<file path="src/hdl/first_fit_pool_allocator_assert.svh">
// ----------------------------------------------------------------------------
// Assertion macros for the first-fit pool allocator
// Shared property forms used by the checking code at the end of the top level.
// ----------------------------------------------------------------------------
`ifndef FIRST_FIT_POOL_ALLOCATOR_ASSERT_SVH
`define FIRST_FIT_POOL_ALLOCATOR_ASSERT_SVH

// The consequent must hold in the same cycle as the antecedent.
`define FFPA_CHK_SAME(label, clk, rst_n, ante, cons) \
	label: assert property (@(posedge clk) disable iff (!rst_n) (ante) |-> (cons)) \
		else $error("first_fit_pool_allocator: check failed");

// The consequent must hold in the cycle after the antecedent.
`define FFPA_CHK_NEXT(label, clk, rst_n, ante, cons) \
	label: assert property (@(posedge clk) disable iff (!rst_n) (ante) |=> (cons)) \
		else $error("first_fit_pool_allocator: check failed");

`endif

</file>
<file path="src/hdl/ffpa_pkg.sv">
// ----------------------------------------------------------------------------
// ffpa_pkg
// Constants, codes and types shared by the pool allocator files.
// ----------------------------------------------------------------------------
`timescale 1ns / 1ps

package ffpa_pkg;

	localparam int MAX_BLOCKS   = 64;
	localparam int ALIGN_BYTES  = 4;
	localparam int HEADER_BYTES = 12;

	localparam int IDX_W  = $clog2(MAX_BLOCKS);
	localparam int CNT_W  = $clog2(MAX_BLOCKS + 1);
	localparam int POOL_W = 17;
	localparam int OFF_W  = 16;

	localparam logic [POOL_W-1:0] POOL_MIN   = 17'd64;
	localparam logic [POOL_W-1:0] POOL_MAX   = 17'd65536;
	localparam logic [POOL_W-1:0] POOL_RESET = 17'd65536;

	localparam logic REG_POOL_SIZE = 1'b0;

	localparam logic [1:0] REQ_ALLOC = 2'd0;
	localparam logic [1:0] REQ_FREE  = 2'd1;
	localparam logic [1:0] REQ_QUERY = 2'd2;
	localparam logic [1:0] REQ_INIT  = 2'd3;

	localparam logic [1:0] ST_OK       = 2'd0;
	localparam logic [1:0] ST_NO_FIT   = 2'd1;
	localparam logic [1:0] ST_FULL     = 2'd2;
	localparam logic [1:0] ST_BAD_ADDR = 2'd3;

	typedef struct packed {
		logic             used;
		logic [OFF_W-1:0] start;
	} ffpa_entry_t;

	typedef struct packed {
		logic             we;
		logic [IDX_W-1:0] addr;
		ffpa_entry_t      data;
	} ffpa_mem_wr_t;

	typedef struct packed {
		logic             idle;
		logic [CNT_W-1:0] count;
	} ffpa_stat_t;

	function automatic logic [POOL_W-1:0] clamp_pool(input logic [POOL_W-1:0] size);
		logic [POOL_W-1:0] r;
		r = size;
		if (size < POOL_MIN) begin
			r = POOL_MIN;
		end
		if (size > POOL_MAX) begin
			r = POOL_MAX;
		end
		return r;
	endfunction

endpackage

</file>
<file path="src/hdl/ffpa_req_if.sv">
// ----------------------------------------------------------------------------
// ffpa_req_if
// Request channel: valid/ready handshake with the request fields.
// ----------------------------------------------------------------------------
`timescale 1ns / 1ps

interface ffpa_req_if import ffpa_pkg::*; ();
	logic             valid;
	logic             ready;
	logic [1:0]       req_type;
	logic [OFF_W-1:0] request_size;
	logic [OFF_W-1:0] data_offset;

	modport source(output valid, req_type, request_size, data_offset, input ready);
	modport sink(input valid, req_type, request_size, data_offset, output ready);
endinterface

</file>
<file path="src/hdl/ffpa_rsp_if.sv">
// ----------------------------------------------------------------------------
// ffpa_rsp_if
// Response channel: valid/ready handshake with the result fields.
// ----------------------------------------------------------------------------
`timescale 1ns / 1ps

interface ffpa_rsp_if import ffpa_pkg::*; ();
	logic             valid;
	logic             ready;
	logic [1:0]       status;
	logic [OFF_W-1:0] result_offset;
	logic [OFF_W-1:0] free_bytes;

	modport source(output valid, status, result_offset, free_bytes, input ready);
	modport sink(input valid, status, result_offset, free_bytes, output ready);
endinterface

</file>
<file path="src/hdl/ffpa_alu.sv">
// ----------------------------------------------------------------------------
// ffpa_alu
// Shared subtractor used by every walk of the block table.
// ----------------------------------------------------------------------------
`timescale 1ns / 1ps

module ffpa_alu import ffpa_pkg::*; (
	input  logic [POOL_W-1:0] a,
	input  logic [POOL_W-1:0] b,
	output logic [POOL_W:0]   diff
);

	assign diff = {1'b0, a} - {1'b0, b};

endmodule

</file>
<file path="src/hdl/ffpa_mem.sv">
// ----------------------------------------------------------------------------
// ffpa_mem
// Block table storage: one write port and one registered read port.
// ----------------------------------------------------------------------------
`timescale 1ns / 1ps

module ffpa_mem import ffpa_pkg::*; (
	input  logic             clk,
	input  ffpa_mem_wr_t     wr,
	input  logic [IDX_W-1:0] raddr,
	output ffpa_entry_t      rdata
);

	ffpa_entry_t mem [MAX_BLOCKS];

	always_ff @(posedge clk) begin
		if (wr.we) begin
			mem[wr.addr] <= wr.data;
		end
	end

	always_ff @(posedge clk) begin
		rdata <= mem[raddr];
	end

endmodule

</file>
<file path="src/hdl/ffpa_ctrl.sv">
// ----------------------------------------------------------------------------
// ffpa_ctrl
// Sequencer that builds, walks, splits, shifts and merges the block table.
// ----------------------------------------------------------------------------
`timescale 1ns / 1ps

module ffpa_ctrl import ffpa_pkg::*; (
	input  logic              clk,
	input  logic              arst_n,
	ffpa_req_if.sink          req,
	ffpa_rsp_if.source        rsp,
	input  logic [POOL_W-1:0] pool_size,
	output ffpa_mem_wr_t      mem_wr,
	output logic [IDX_W-1:0]  mem_raddr,
	input  ffpa_entry_t       mem_rdata,
	output ffpa_stat_t        stat
);

	typedef enum logic [3:0] {
		S_INIT0, S_INIT1, S_IDLE,
		S_A_LOAD, S_A_WALK, S_A_SPLIT, S_A_INS, S_A_SET,
		S_F_WALK, S_F_NEXT, S_F_REM,
		S_Q_LOAD, S_Q_WALK, S_Q_LAST,
		S_DONE
	} state_t;

	state_t            state_q;
	logic              from_req_q;
	logic [CNT_W-1:0]  count_q;
	logic [CNT_W-1:0]  idx_q;
	logic [CNT_W-1:0]  ptr_q;
	logic [1:0]        rem_n_q;
	logic [OFF_W-1:0]  cur_start_q;
	logic              cur_used_q;
	logic [POOL_W-1:0] cur_hdr_q;
	logic [OFF_W-1:0]  nxt_start_q;
	logic [OFF_W-1:0]  req_size_q;
	logic [POOL_W-1:0] need_q;
	logic [OFF_W-1:0]  off_q;
	logic              prev_used_q;
	logic [OFF_W-1:0]  pos_q;
	logic [OFF_W-1:0]  term_q;
	logic [POOL_W-1:0] total_q;
	logic [1:0]        res_st_q;
	logic [OFF_W-1:0]  res_off_q;
	logic [OFF_W-1:0]  res_fb_q;
	logic              rsp_valid_q;
	logic [1:0]        rsp_st_q;
	logic [OFF_W-1:0]  rsp_off_q;
	logic [OFF_W-1:0]  rsp_fb_q;

	logic [POOL_W-1:0] alu_a;
	logic [POOL_W-1:0] alu_b;
	logic [POOL_W:0]   alu_diff;
	logic [POOL_W-1:0] size;
	logic              a_fit;
	logic              a_last;
	logic              f_hit;
	logic              f_end;
	logic              f_left;
	logic              f_right;
	logic [OFF_W-1:0]  q_term;
	logic [POOL_W-1:0] q_sum;
	logic [OFF_W-1:0]  split_pos;
	logic [CNT_W-1:0]  rem_base;
	logic [1:0]        rem_n;
	logic [POOL_W-1:0] init_size;

	ffpa_alu u_alu (
		.a    (alu_a),
		.b    (alu_b),
		.diff (alu_diff)
	);

	assign size      = alu_diff[POOL_W-1:0];
	assign a_fit     = !cur_used_q && (size >= need_q);
	assign a_last    = (idx_q + CNT_W'(2)) >= count_q;
	assign f_hit     = alu_diff == (POOL_W + 1)'(HEADER_BYTES);
	assign f_end     = (idx_q + CNT_W'(1)) >= count_q;
	assign f_left    = (idx_q != '0) && !prev_used_q;
	assign f_right   = ((idx_q + CNT_W'(2)) < count_q) && !mem_rdata.used;
	assign q_term    = (!cur_used_q && !alu_diff[POOL_W] && (size != '0)) ?
		size[OFF_W-1:0] : '0;
	assign q_sum     = total_q + POOL_W'(term_q);
	assign split_pos = size[OFF_W-1:0] - OFF_W'(size[OFF_W-1:0] % ALIGN_BYTES)
		- OFF_W'(HEADER_BYTES);
	assign rem_base  = f_left ? idx_q : idx_q + CNT_W'(1);
	assign rem_n     = (f_left && f_right) ? 2'd2 : 2'd1;
	assign init_size = clamp_pool(pool_size) - POOL_W'(HEADER_BYTES);

	always_comb begin
		alu_a     = '0;
		alu_b     = '0;
		mem_raddr = '0;
		mem_wr    = '0;
		case (state_q)
			S_INIT0: begin
				mem_wr.we   = 1'b1;
				mem_wr.addr = '0;
				mem_wr.data = '{used: 1'b0, start: '0};
			end
			S_INIT1: begin
				mem_wr.we   = 1'b1;
				mem_wr.addr = IDX_W'(1);
				mem_wr.data = '{used: 1'b1, start: init_size[OFF_W-1:0]};
			end
			S_A_LOAD: begin
				mem_raddr = IDX_W'(1);
			end
			S_A_WALK: begin
				alu_a     = POOL_W'(mem_rdata.start);
				alu_b     = POOL_W'(cur_start_q);
				mem_raddr = IDX_W'(idx_q + CNT_W'(2));
				if (a_fit && (size == need_q)) begin
					mem_wr.we   = 1'b1;
					mem_wr.addr = idx_q[IDX_W-1:0];
					mem_wr.data = '{used: 1'b1, start: cur_start_q};
				end
			end
			S_A_SPLIT: begin
				alu_a     = POOL_W'(nxt_start_q);
				alu_b     = POOL_W'(req_size_q);
				mem_raddr = IDX_W'(count_q - CNT_W'(1));
			end
			S_A_INS: begin
				mem_raddr   = IDX_W'(ptr_q - CNT_W'(2));
				mem_wr.we   = 1'b1;
				mem_wr.addr = ptr_q[IDX_W-1:0];
				mem_wr.data = mem_rdata;
			end
			S_A_SET: begin
				mem_wr.we   = 1'b1;
				mem_wr.addr = IDX_W'(idx_q + CNT_W'(1));
				mem_wr.data = '{used: 1'b1, start: pos_q};
			end
			S_F_WALK: begin
				alu_a     = POOL_W'(off_q);
				alu_b     = POOL_W'(mem_rdata.start);
				mem_raddr = IDX_W'(idx_q + CNT_W'(1));
			end
			S_F_NEXT: begin
				mem_raddr = IDX_W'(rem_base + CNT_W'(rem_n));
				if (!f_left) begin
					mem_wr.we   = 1'b1;
					mem_wr.addr = idx_q[IDX_W-1:0];
					mem_wr.data = '{used: 1'b0, start: cur_start_q};
				end
			end
			S_F_REM: begin
				mem_raddr   = IDX_W'(ptr_q + CNT_W'(1));
				mem_wr.we   = 1'b1;
				mem_wr.addr = IDX_W'(ptr_q - CNT_W'(rem_n_q));
				mem_wr.data = mem_rdata;
			end
			S_Q_LOAD: begin
				mem_raddr = IDX_W'(1);
			end
			S_Q_WALK: begin
				alu_a     = POOL_W'(mem_rdata.start);
				alu_b     = cur_hdr_q;
				mem_raddr = IDX_W'(idx_q + CNT_W'(2));
			end
			default: begin
			end
		endcase
	end

	always_ff @(posedge clk or negedge arst_n) begin
		if (!arst_n) begin
			state_q     <= S_INIT0;
			from_req_q  <= 1'b0;
			count_q     <= CNT_W'(2);
			rsp_valid_q <= 1'b0;
		end else begin
			if (rsp.valid && rsp.ready && (state_q != S_DONE)) begin
				rsp_valid_q <= 1'b0;
			end
			case (state_q)
				S_INIT0: begin
					state_q <= S_INIT1;
				end
				S_INIT1: begin
					count_q <= CNT_W'(2);
					state_q <= from_req_q ? S_DONE : S_IDLE;
				end
				S_IDLE: begin
					if (req.valid) begin
						res_st_q   <= ST_OK;
						res_off_q  <= '0;
						res_fb_q   <= '0;
						req_size_q <= req.request_size;
						need_q     <= POOL_W'(req.request_size)
							+ POOL_W'(ALIGN_BYTES + HEADER_BYTES);
						off_q      <= req.data_offset;
						idx_q      <= '0;
						total_q    <= '0;
						term_q     <= '0;
						from_req_q <= 1'b1;
						case (req.req_type)
							REQ_ALLOC: state_q <= S_A_LOAD;
							REQ_FREE:  state_q <= S_F_WALK;
							REQ_QUERY: state_q <= S_Q_LOAD;
							default:   state_q <= S_INIT0;
						endcase
					end
				end
				S_A_LOAD: begin
					cur_start_q <= mem_rdata.start;
					cur_used_q  <= mem_rdata.used;
					state_q     <= S_A_WALK;
				end
				S_A_WALK: begin
					if (a_fit) begin
						if (size == need_q) begin
							res_off_q <= cur_start_q + OFF_W'(HEADER_BYTES);
							state_q   <= S_DONE;
						end else if (count_q >= CNT_W'(MAX_BLOCKS)) begin
							res_st_q <= ST_FULL;
							state_q  <= S_DONE;
						end else begin
							nxt_start_q <= mem_rdata.start;
							state_q     <= S_A_SPLIT;
						end
					end else if (a_last) begin
						res_st_q <= ST_NO_FIT;
						state_q  <= S_DONE;
					end else begin
						cur_start_q <= mem_rdata.start;
						cur_used_q  <= mem_rdata.used;
						idx_q       <= idx_q + CNT_W'(1);
					end
				end
				S_A_SPLIT: begin
					pos_q   <= split_pos;
					ptr_q   <= count_q;
					state_q <= S_A_INS;
				end
				S_A_INS: begin
					if ((ptr_q - CNT_W'(1)) == (idx_q + CNT_W'(1))) begin
						state_q <= S_A_SET;
					end else begin
						ptr_q <= ptr_q - CNT_W'(1);
					end
				end
				S_A_SET: begin
					count_q   <= count_q + CNT_W'(1);
					res_off_q <= pos_q + OFF_W'(HEADER_BYTES);
					state_q   <= S_DONE;
				end
				S_F_WALK: begin
					if (f_end) begin
						res_st_q <= ST_BAD_ADDR;
						state_q  <= S_DONE;
					end else if (f_hit) begin
						cur_start_q <= mem_rdata.start;
						state_q     <= S_F_NEXT;
					end else begin
						prev_used_q <= mem_rdata.used;
						idx_q       <= idx_q + CNT_W'(1);
					end
				end
				S_F_NEXT: begin
					if (!f_left && !f_right) begin
						state_q <= S_DONE;
					end else begin
						ptr_q   <= rem_base + CNT_W'(rem_n);
						rem_n_q <= rem_n;
						state_q <= S_F_REM;
					end
				end
				S_F_REM: begin
					if ((ptr_q + CNT_W'(1)) == count_q) begin
						count_q <= count_q - CNT_W'(rem_n_q);
						state_q <= S_DONE;
					end else begin
						ptr_q <= ptr_q + CNT_W'(1);
					end
				end
				S_Q_LOAD: begin
					cur_used_q <= mem_rdata.used;
					cur_hdr_q  <= POOL_W'(mem_rdata.start) + POOL_W'(HEADER_BYTES);
					state_q    <= S_Q_WALK;
				end
				S_Q_WALK: begin
					total_q    <= q_sum;
					term_q     <= q_term;
					cur_used_q <= mem_rdata.used;
					cur_hdr_q  <= POOL_W'(mem_rdata.start) + POOL_W'(HEADER_BYTES);
					if (a_last) begin
						state_q <= S_Q_LAST;
					end else begin
						idx_q <= idx_q + CNT_W'(1);
					end
				end
				S_Q_LAST: begin
					res_fb_q <= (q_sum > POOL_W'(16'hFFFF)) ? 16'hFFFF : q_sum[OFF_W-1:0];
					state_q  <= S_DONE;
				end
				S_DONE: begin
					if (!rsp_valid_q || rsp.ready) begin
						rsp_valid_q <= 1'b1;
						rsp_st_q    <= res_st_q;
						rsp_off_q   <= res_off_q;
						rsp_fb_q    <= res_fb_q;
						state_q     <= S_IDLE;
					end
				end
				default: begin
					state_q <= S_IDLE;
				end
			endcase
		end
	end

	assign req.ready         = state_q == S_IDLE;
	assign rsp.valid         = rsp_valid_q;
	assign rsp.status        = rsp_st_q;
	assign rsp.result_offset = rsp_off_q;
	assign rsp.free_bytes    = rsp_fb_q;
	assign stat.idle         = state_q == S_IDLE;
	assign stat.count        = count_q;

endmodule

</file>
<file path="src/hdl/first_fit_pool_allocator.sv">
// ----------------------------------------------------------------------------
// first_fit_pool_allocator
// First-fit pool allocator with coalescing and an APB configuration register.
// ----------------------------------------------------------------------------
// The allocator keeps an address-ordered table of up to 64 blocks in a
// RAM with one write port and one read port and serves one request
// transaction at a time. Every request gives exactly one response
// transaction. The table walk reads one entry per cycle: an allocate walks
// to the first block that fits and, when it splits that block, shifts the
// later entries up to open a slot; a free walks to the block and shifts
// entries down when it merges; a query walks the whole table and an init
// rewrites its first two entries. After reset the table is built in states
// S_INIT0 and S_INIT1 before the first request is taken. The pool_size
// register at byte address 0 is used by the next init request.
`timescale 1ns / 1ps
`include "first_fit_pool_allocator_assert.svh"

module first_fit_pool_allocator import ffpa_pkg::*; (
	input  logic        clk,
	input  logic        arst_n,
	ffpa_req_if.sink    req,
	ffpa_rsp_if.source  rsp,
	input  logic        psel,
	input  logic        penable,
	input  logic        pwrite,
	input  logic [2:0]  paddr,
	input  logic [31:0] pwdata,
	output logic [31:0] prdata,
	output logic        pready
);

	logic [POOL_W-1:0] pool_size_q;
	ffpa_mem_wr_t      mem_wr;
	logic [IDX_W-1:0]  mem_raddr;
	ffpa_entry_t       mem_rdata;
	ffpa_stat_t        stat;

	assign pready = 1'b1;

	always_ff @(posedge clk or negedge arst_n) begin
		if (!arst_n) begin
			pool_size_q <= POOL_RESET;
		end else if (psel && penable && pwrite && (paddr[2] == REG_POOL_SIZE)) begin
			pool_size_q <= pwdata[POOL_W-1:0];
		end
	end

	assign prdata = (paddr[2] == REG_POOL_SIZE) ? 32'(pool_size_q) : '0;

	ffpa_mem u_mem (
		.clk   (clk),
		.wr    (mem_wr),
		.raddr (mem_raddr),
		.rdata (mem_rdata)
	);

	ffpa_ctrl u_ctrl (
		.clk       (clk),
		.arst_n    (arst_n),
		.req       (req),
		.rsp       (rsp),
		.pool_size (pool_size_q),
		.mem_wr    (mem_wr),
		.mem_raddr (mem_raddr),
		.mem_rdata (mem_rdata),
		.stat      (stat)
	);

	`FFPA_CHK_NEXT(a_busy_after_accept, clk, arst_n, req.valid && req.ready, !req.ready)
	`FFPA_CHK_SAME(a_count_range, clk, arst_n, 1'b1, (stat.count >= CNT_W'(2)) && (stat.count <= CNT_W'(MAX_BLOCKS)))
	`FFPA_CHK_SAME(a_fail_zero, clk, arst_n, rsp.valid && (rsp.status != ST_OK), (rsp.result_offset == '0) && (rsp.free_bytes == '0))
	`FFPA_CHK_SAME(a_ready_idle, clk, arst_n, req.ready, stat.idle)

endmodule

</file>
<file path="src/flat_wrapper.sv">
// flat-port wrapper written by rule: the top's interface ports become plain ports
module first_fit_pool_allocator_flat import ffpa_pkg::*;
  (clk, arst_n, psel, penable, pwrite, paddr, pwdata, prdata, pready, req_valid, req_req_type, req_request_size, req_data_offset, req_ready, rsp_valid, rsp_status, rsp_result_offset, rsp_free_bytes, rsp_ready);
  ffpa_req_if req_i ();
  ffpa_rsp_if rsp_i ();
  input  logic clk;
  input  logic arst_n;
  input  logic psel;
  input  logic penable;
  input  logic pwrite;
  input  logic [2:0] paddr;
  input  logic [31:0] pwdata;
  output logic [31:0] prdata;
  output logic pready;
  input wire logic [$bits(req_i.valid)-1:0] req_valid;
  input wire logic [$bits(req_i.req_type)-1:0] req_req_type;
  input wire logic [$bits(req_i.request_size)-1:0] req_request_size;
  input wire logic [$bits(req_i.data_offset)-1:0] req_data_offset;
  output wire logic [$bits(req_i.ready)-1:0] req_ready;
  output wire logic [$bits(rsp_i.valid)-1:0] rsp_valid;
  output wire logic [$bits(rsp_i.status)-1:0] rsp_status;
  output wire logic [$bits(rsp_i.result_offset)-1:0] rsp_result_offset;
  output wire logic [$bits(rsp_i.free_bytes)-1:0] rsp_free_bytes;
  input wire logic [$bits(rsp_i.ready)-1:0] rsp_ready;
  assign req_i.valid = req_valid;
  assign req_i.req_type = req_req_type;
  assign req_i.request_size = req_request_size;
  assign req_i.data_offset = req_data_offset;
  assign req_ready = req_i.ready;
  assign rsp_valid = rsp_i.valid;
  assign rsp_status = rsp_i.status;
  assign rsp_result_offset = rsp_i.result_offset;
  assign rsp_free_bytes = rsp_i.free_bytes;
  assign rsp_i.ready = rsp_ready;
  first_fit_pool_allocator u_core (.clk(clk), .arst_n(arst_n), .req(req_i), .rsp(rsp_i), .psel(psel), .penable(penable), .pwrite(pwrite), .paddr(paddr), .pwdata(pwdata), .prdata(prdata), .pready(pready));
endmodule
</file>
<file path="config.mk">
export PLATFORM = sky130hd
export DESIGN_NAME = first_fit_pool_allocator_flat
export DESIGN_NICKNAME = d
export VERILOG_FILES = /design/src/hdl/ffpa_pkg.sv /design/src/hdl/ffpa_req_if.sv /design/src/hdl/ffpa_rsp_if.sv /design/src/hdl/ffpa_alu.sv /design/src/hdl/ffpa_mem.sv /design/src/hdl/ffpa_ctrl.sv /design/src/hdl/first_fit_pool_allocator.sv /design/src/flat_wrapper.sv
export VERILOG_INCLUDE_DIRS = /design/src /design/src/hdl
export SDC_FILE = /design/constraint.sdc
export NUM_CORES = 2
export LEC_CHECK = 0
export BUFFER_PORTS_ARGS = -buffer_cell sky130_fd_sc_hd__buf_2
export CORE_MARGIN = 2
export CORE_UTILIZATION = 34
export DETAILED_ROUTE_END_ITERATION = 12
export PLACE_DENSITY = 0.59
export SYNTH_ARGS = -nofsm -noshare
export SYNTH_HDL_FRONTEND = slang
export SYNTH_SLANG_ARGS = --single-unit
</file>
<file path="constraint.sdc">
create_clock -name clk -period 9.7 [get_ports clk]
set_input_delay 2.91 -clock clk [delete_from_list [all_inputs] [get_ports clk]]
set_output_delay 2.91 -clock clk [all_outputs]
set_load 0.1 [all_outputs]
</file>
# == Word-level counts from Yosys, hierarchy flattened ==
# Memories as Yosys holds them, arrays and structs flattened. A register that Yosys moved wholly into a read port is not among the register bits.
# Cells that the tools add are included.
# totals
reg_bits,263
output_inout_bits,69
n_memories,1
word_cells,225
inputBits,76
ram_bits,1088
# memory_table
memory,words,word_bits,rd,rd_ports_with_merged_regs,wr,line,rtl
u_core.u_mem.mem,64,17,1,1,1,ffpa_mem.sv:14,ffpa_entry_t mem [MAX_BLOCKS];
# op_classes
n_lt_le_gt_ge,8
n_bitwise,6
muxes,68
n_eq_ne,41
n_addsub,19
reduce_logical,57
# op_table
cell,count
$mux 16,11
$pmux 24 s7,1
$pmux 16 s3,3
$mux 7,10
$pmux 17 s4,1
$pmux 16 s2,2
$pmux 4 s14,1
$pmux 7 s4,2
$mux 24,2
$mux 4,12
$pmux 6 s7,1
$mux 17,2
$pmux 17 s2,1
$add 16x4->16 const B,2
$ne 2x2->1 const B,16
$sub 16x4->16 const B,2
$eq 4x4->1 const B,7
$add 7x1->7 const B,3
$pmux 7 s3,1
$eq 18x4->1 const B,1
$sub 16x17->18,1
$add 16x4->17 const B,1
$add 16x5->17 const B,1
$add 17x16->17,1
other kinds (49),114

# == Depth between registers and ports, before layout ==
# depth
ltp_word,11
ltp_mapped,27
depth_no_buf,23

# == Modules after synthesis ==
# Synthesis repeated with hierarchy kept, for this count alone.
# unflattened
cells_unflattened,3340
area_unflattened_um2,58023.1
# modules_own_cells
mod,cells_each,area_each_um2,n_inst,seq_area_each_um2
ffpa_mem,1832,42070.3,1,33011.7
ffpa_ctrl,1318,14167.3,1,7143.1
first_fit_pool_allocator,72,937.1,1,426.7
ffpa_alu,118,848.3,1,0.0

# == Worst setup path after synthesis ==
# OpenSTA, ideal clock, no wires.
# synth_timing
path_kind,input to output
start,input paddr[2]
end,output prdata[10]
n_path_buf,1
required_time_ns,6.790
arrival_ns,4.443
setup_slack_ns,2.347
path_stages,2
path_cell_list,clkbuf_1 > nor2b_1
# synth_via
elab_chain_cells,1
# synth_rtl
item,line,rtl
from (decl),flat_wrapper.sv:11,input logic [2:0] paddr;
$mux 17,first_fit_pool_allocator.sv:48,assign prdata = (paddr[2] == REG_POOL_SIZE) ? 32'(pool_size_q) : '0;
to (decl),flat_wrapper.sv:13,output logic [31:0] prdata;
# No other way between the ends.

# == Worst setup path in the final report ==
# layout_timing
start,register u_core.u_ctrl.state_q[1]
end,memory u_core.u_mem.mem[0][3] (netlist name) (enable)
# layout_via
elab_chain_cells,11
word_cells_on_any_way,22
classes_between,add/sub: 1; order compare: 1; eq/ne: 10; mux: 6; reduce/logical: 4
# layout_rtl
item,line,rtl
from (decl),ffpa_ctrl.sv:27,state_t state_q;
from (signal assigned),ffpa_ctrl.sv:184,state_q <= from_req_q ? S_DONE : S_IDLE;
$eq 4x4->1 or $eq 4x3->1 (tied branches),ffpa_ctrl.sv:96,case (state_q)
$reduce_or 2->1 (no source line),n/a,
$pmux 16 s3,ffpa_ctrl.sv:96,
$sub 16x17->18 *,ffpa_alu.sv:13,"assign diff = {1'b0, a} - {1'b0, b};"
named net u_core.u_ctrl.alu_diff[15],ffpa_ctrl.sv:54,logic [POOL_W:0] alu_diff;
$ge 17x17->1,ffpa_ctrl.sv:76,assign a_fit = !cur_used_q && (size >= need_q);
$logic_and 1x1->1,ffpa_ctrl.sv:76,
$logic_and 1x1->1 *,ffpa_ctrl.sv:114,if (a_fit && (size == need_q)) begin
$mux 24 *,ffpa_ctrl.sv:114,
$pmux 24 s7 *,ffpa_ctrl.sv:96,
$mux 1,ffpa_mem.sv:17,if (wr.we) begin
$mux 1 (not written as such),ffpa_mem.sv:18,mem[wr.addr] <= wr.data;
to (decl),ffpa_mem.sv:14,
# The timed path passes the listed nets; every way through them passes the cells marked *.

==> results_dict.tcl <==
set metrics [dict create \
    outcome "finished, final reports clean" \
    drt_wl_total_um 162000 \
    port_buffers 111 \
    ys_async_sr_fraction 0.0220 \
    hpwl_um 99300 \
    io_pins 145 \
    crit_type "flop to flop" \
    cts.path.max_buffers 3 \
    synth-edff-count 1315 \
    period_needed_ns 8.26 \
    min_to "u_core.u_ctrl.rsp.free_bytes[7]" \
    tritoncts "built" \
    fmax_mhz 121 \
    htreeDepth 4 \
    finClkSkew_ns 0.0338 \
    slew_viol_final 0 \
    ctsResizeCount 0 \
    cts_hold_buffers 0 \
    worstSkewPairLatency_ns 0.78 \
    synth.top_cell.area_share 0.663 \
    grt_pass1_wl_um 241000 \
    synth_top_area_cell "edfxtp_1" \
    synth_area_per_cell_um2 13.0 \
    postCtsSetupBuffers 0 \
    maxCapViolations 0 \
    vias 38500 \
    worstReg2RegStart "u_core.u_ctrl.state_q[1]" \
    hold_class "flop to flop" \
    synth_warnings 0 \
    firstDrtPassIters 8 \
    seq_area_frac_synth 0.681 \
    die_h_um 423 \
    cp-start-kind "flop" \
    layout_commonest_cell "edfxtp_1" \
    vias_per_cell 5.40 \
    clkTransAtPathRegs_ns 0.06 \
    reg2reg_depth 24 \
    area_delta_synth_final_pct 13.5 \
    end_kind "flop" \
    grt_pass1_vias 36800 \
    slew_headroom 0.236 \
    coreArea_um2 174000 \
    hold_viol_final 0 \
    antenna_cells 0 \
    finalSetupViolCount 0 \
    dp_worst_setup_slack_ns 1.66 \
    clock_sinks 1362 \
    reg2reg_to "u_core.u_mem.mem[0][3]" \
    drtIter0Drc 4139 \
    ys_types 103 \
    synth_area_leaders "edfxtp_1, nand2_1, nand3_1, mux2i_1, a21oi_1" \
    drive_gt1_frac 0.114 \
    finalSetupTns_ns 0 \
    antenna_found_initial 3 \
    worstMarginPinSlew_ns 1.14 \
    fin_nets 4869 \
    synthCells 4572 \
    postRouteAntennaNets 0 \
    die_area_um2 179000 \
    grt-ovfl-total 0 \
    gp_congestion 0.901 \
    detail_route.wl_per_cell_um 22.8 \
    required_ns 10.15 \
    grtUsageTotal 0.177 \
    drc 0 \
    worst_hold_path.num_cells 0 \
    placementRows 153 \
    initial_utilization 0.342 \
    setup_ws_ns 1.44 \
    arrival_ns 8.71 \
    grt_start_max_net_pins 159 \
    period_share 0.851 \
    netlist_area_um2 59600 \
    root_buffer "clkbuf_16" \
    crit_fanout 20 \
    fillerInstances 16300 \
    mostFrequentLayoutCells "edfxtp_1, nand2_1, nand3_1" \
    rsz0062_at_grt "false" \
    synth_seq_cells 1362 \
    rrSetupSlack_ns 1.44 \
    min_from "u_core.u_ctrl.res_fb_q[7]" \
    synthFlopType "edfxtp_1" \
    cts_buffers 147 \
    die_w_um 423 \
]
-- Yosys cell counts, drive strengths merged (33+ instances only) --
cell and n:
a221oi 113, xnor2 81, a311oi 47, o21ai 82
nand2 834, mux2i 136, xor2 46, a31oi 87
clkbuf 127, inv 87, nor2 198, ha 95
edfxtp 1315, nand3 298, buf 168, and3 49
a211oi 33, a21oi 245
-- layer usage --
metal | part of all wire | vias to the layer above | wire length, um | track usage
met5 | 0 | - | 0 | 0
met4 | 0.030 | 0 | 4920 | 0.0580
met3 | 0.071 | 255 | 11500 | 0.0288
met2 | 0.47 | 1469 | 76200 | 0.282
met1 | 0.43 | 19300 | 69900 | 0.247
li1 | - | 17500 | - | -
-- metrics by stage --
step                hold slack (ns)  std cells   util  instance area [um2]
global placement              0.401       6869  0.363                63100
finish                        0.418       7130  0.389                67600
detailed placement            0.406       6869  0.363                63100
floorplan                     0.400       4586      -                59600
CTS                           0.420       7130  0.389                67600
global route                  0.421       7130  0.389                67600
-- sequential cells by signal (all words and copies together), names as in the netlist, 13 cells and up --
signal	flops
u_core.u_mem.rdata	17
u_core.u_ctrl.rsp.free_bytes	16
u_core.u_ctrl.total_q	17
u_core.u_mem.mem	1088
u_core.u_ctrl.res_fb_q	16
u_core.pool_size_q	17
u_core.u_ctrl.res_off_q	16
u_core.u_ctrl.cur_hdr_q	17
u_core.u_ctrl.nxt_start_q	16
u_core.u_ctrl.req_size_q	16
u_core.u_ctrl.term_q	16
u_core.u_ctrl.need_q	13
u_core.u_ctrl.off_q	16
u_core.u_ctrl.rsp.result_offset	16
u_core.u_ctrl.pos_q	14
u_core.u_ctrl.cur_start_q	16
-- cells by family after synthesis --
group,Yosys count,synth area share
other,2,0.000126
DFF,1362,0.681
AOI/OAI and AO/OA,867,0.103
buffers and inverters,382,0.0292
muxes,155,0.0265
xor gates and xnor gates,133,0.0217
and+or+nand+nor,1571,0.117
adders and majority gates,100,0.0216
-- how the worst max path moves through the flow --
stage	end	cells after the start	from	slack (ns)
final	u_core.u_mem.mem[0][3]	24	u_core.u_ctrl.state_q[1]	1.44
after global routing	u_core.u_mem.mem[0][3]	24	u_core.u_ctrl.state_q[3]	1.17
after CTS	u_core.u_mem.mem[0][3]	24	u_core.u_ctrl.state_q[3]	1.60
after detailed placement	u_core.u_mem.mem[0][0]	24	u_core.u_ctrl.state_q[1]	1.66
after global placement	u_core.u_mem.mem[2][12]	24	u_core.u_ctrl.state_q[3]	1.72
after floorplan	prdata[10]	2	paddr[2]	2.35
-- final cells by class --
cell class	instances	area [um2]	area share
sequential	1362	40600	0.600
multi-input combinational	2842	17600	0.260
clock buffer	181	3810	0.0563
tap	2325	2910	0.0430
timing repair buffer	253	1760	0.0260
clock inverter	80	686	0.0101
inverter	87	327	0.00483
-- worst max-delay path: stages, from the launching register on --
cell	delay, ns
dfrtp_1	0.70
buf_4	0.34
nand4bb_1	0.46
o21ai_0	0.14
a211oi_1	0.52
ha_1	0.33
nor2b_1	0.14
o31a_1	0.29
o311ai_2	0.34
nand3_1	0.18
and2_1	0.20
o41ai_2	0.30
xnor2_2	0.20
ha_1	0.34
and3_1	0.22
nand4_1	0.16
nor2_1	0.39
nand2_1	0.33
o21ai_1	0.28
buf_4	0.32
a21oi_1	0.20
nor3b_1	0.57
nand2b_1	0.39
nor2_1	0.26
buf_4	0.31
Power is left out: the tool's default activity adds up to more than one toggle a clock period on the data nets, which glitch-free logic cannot reach.
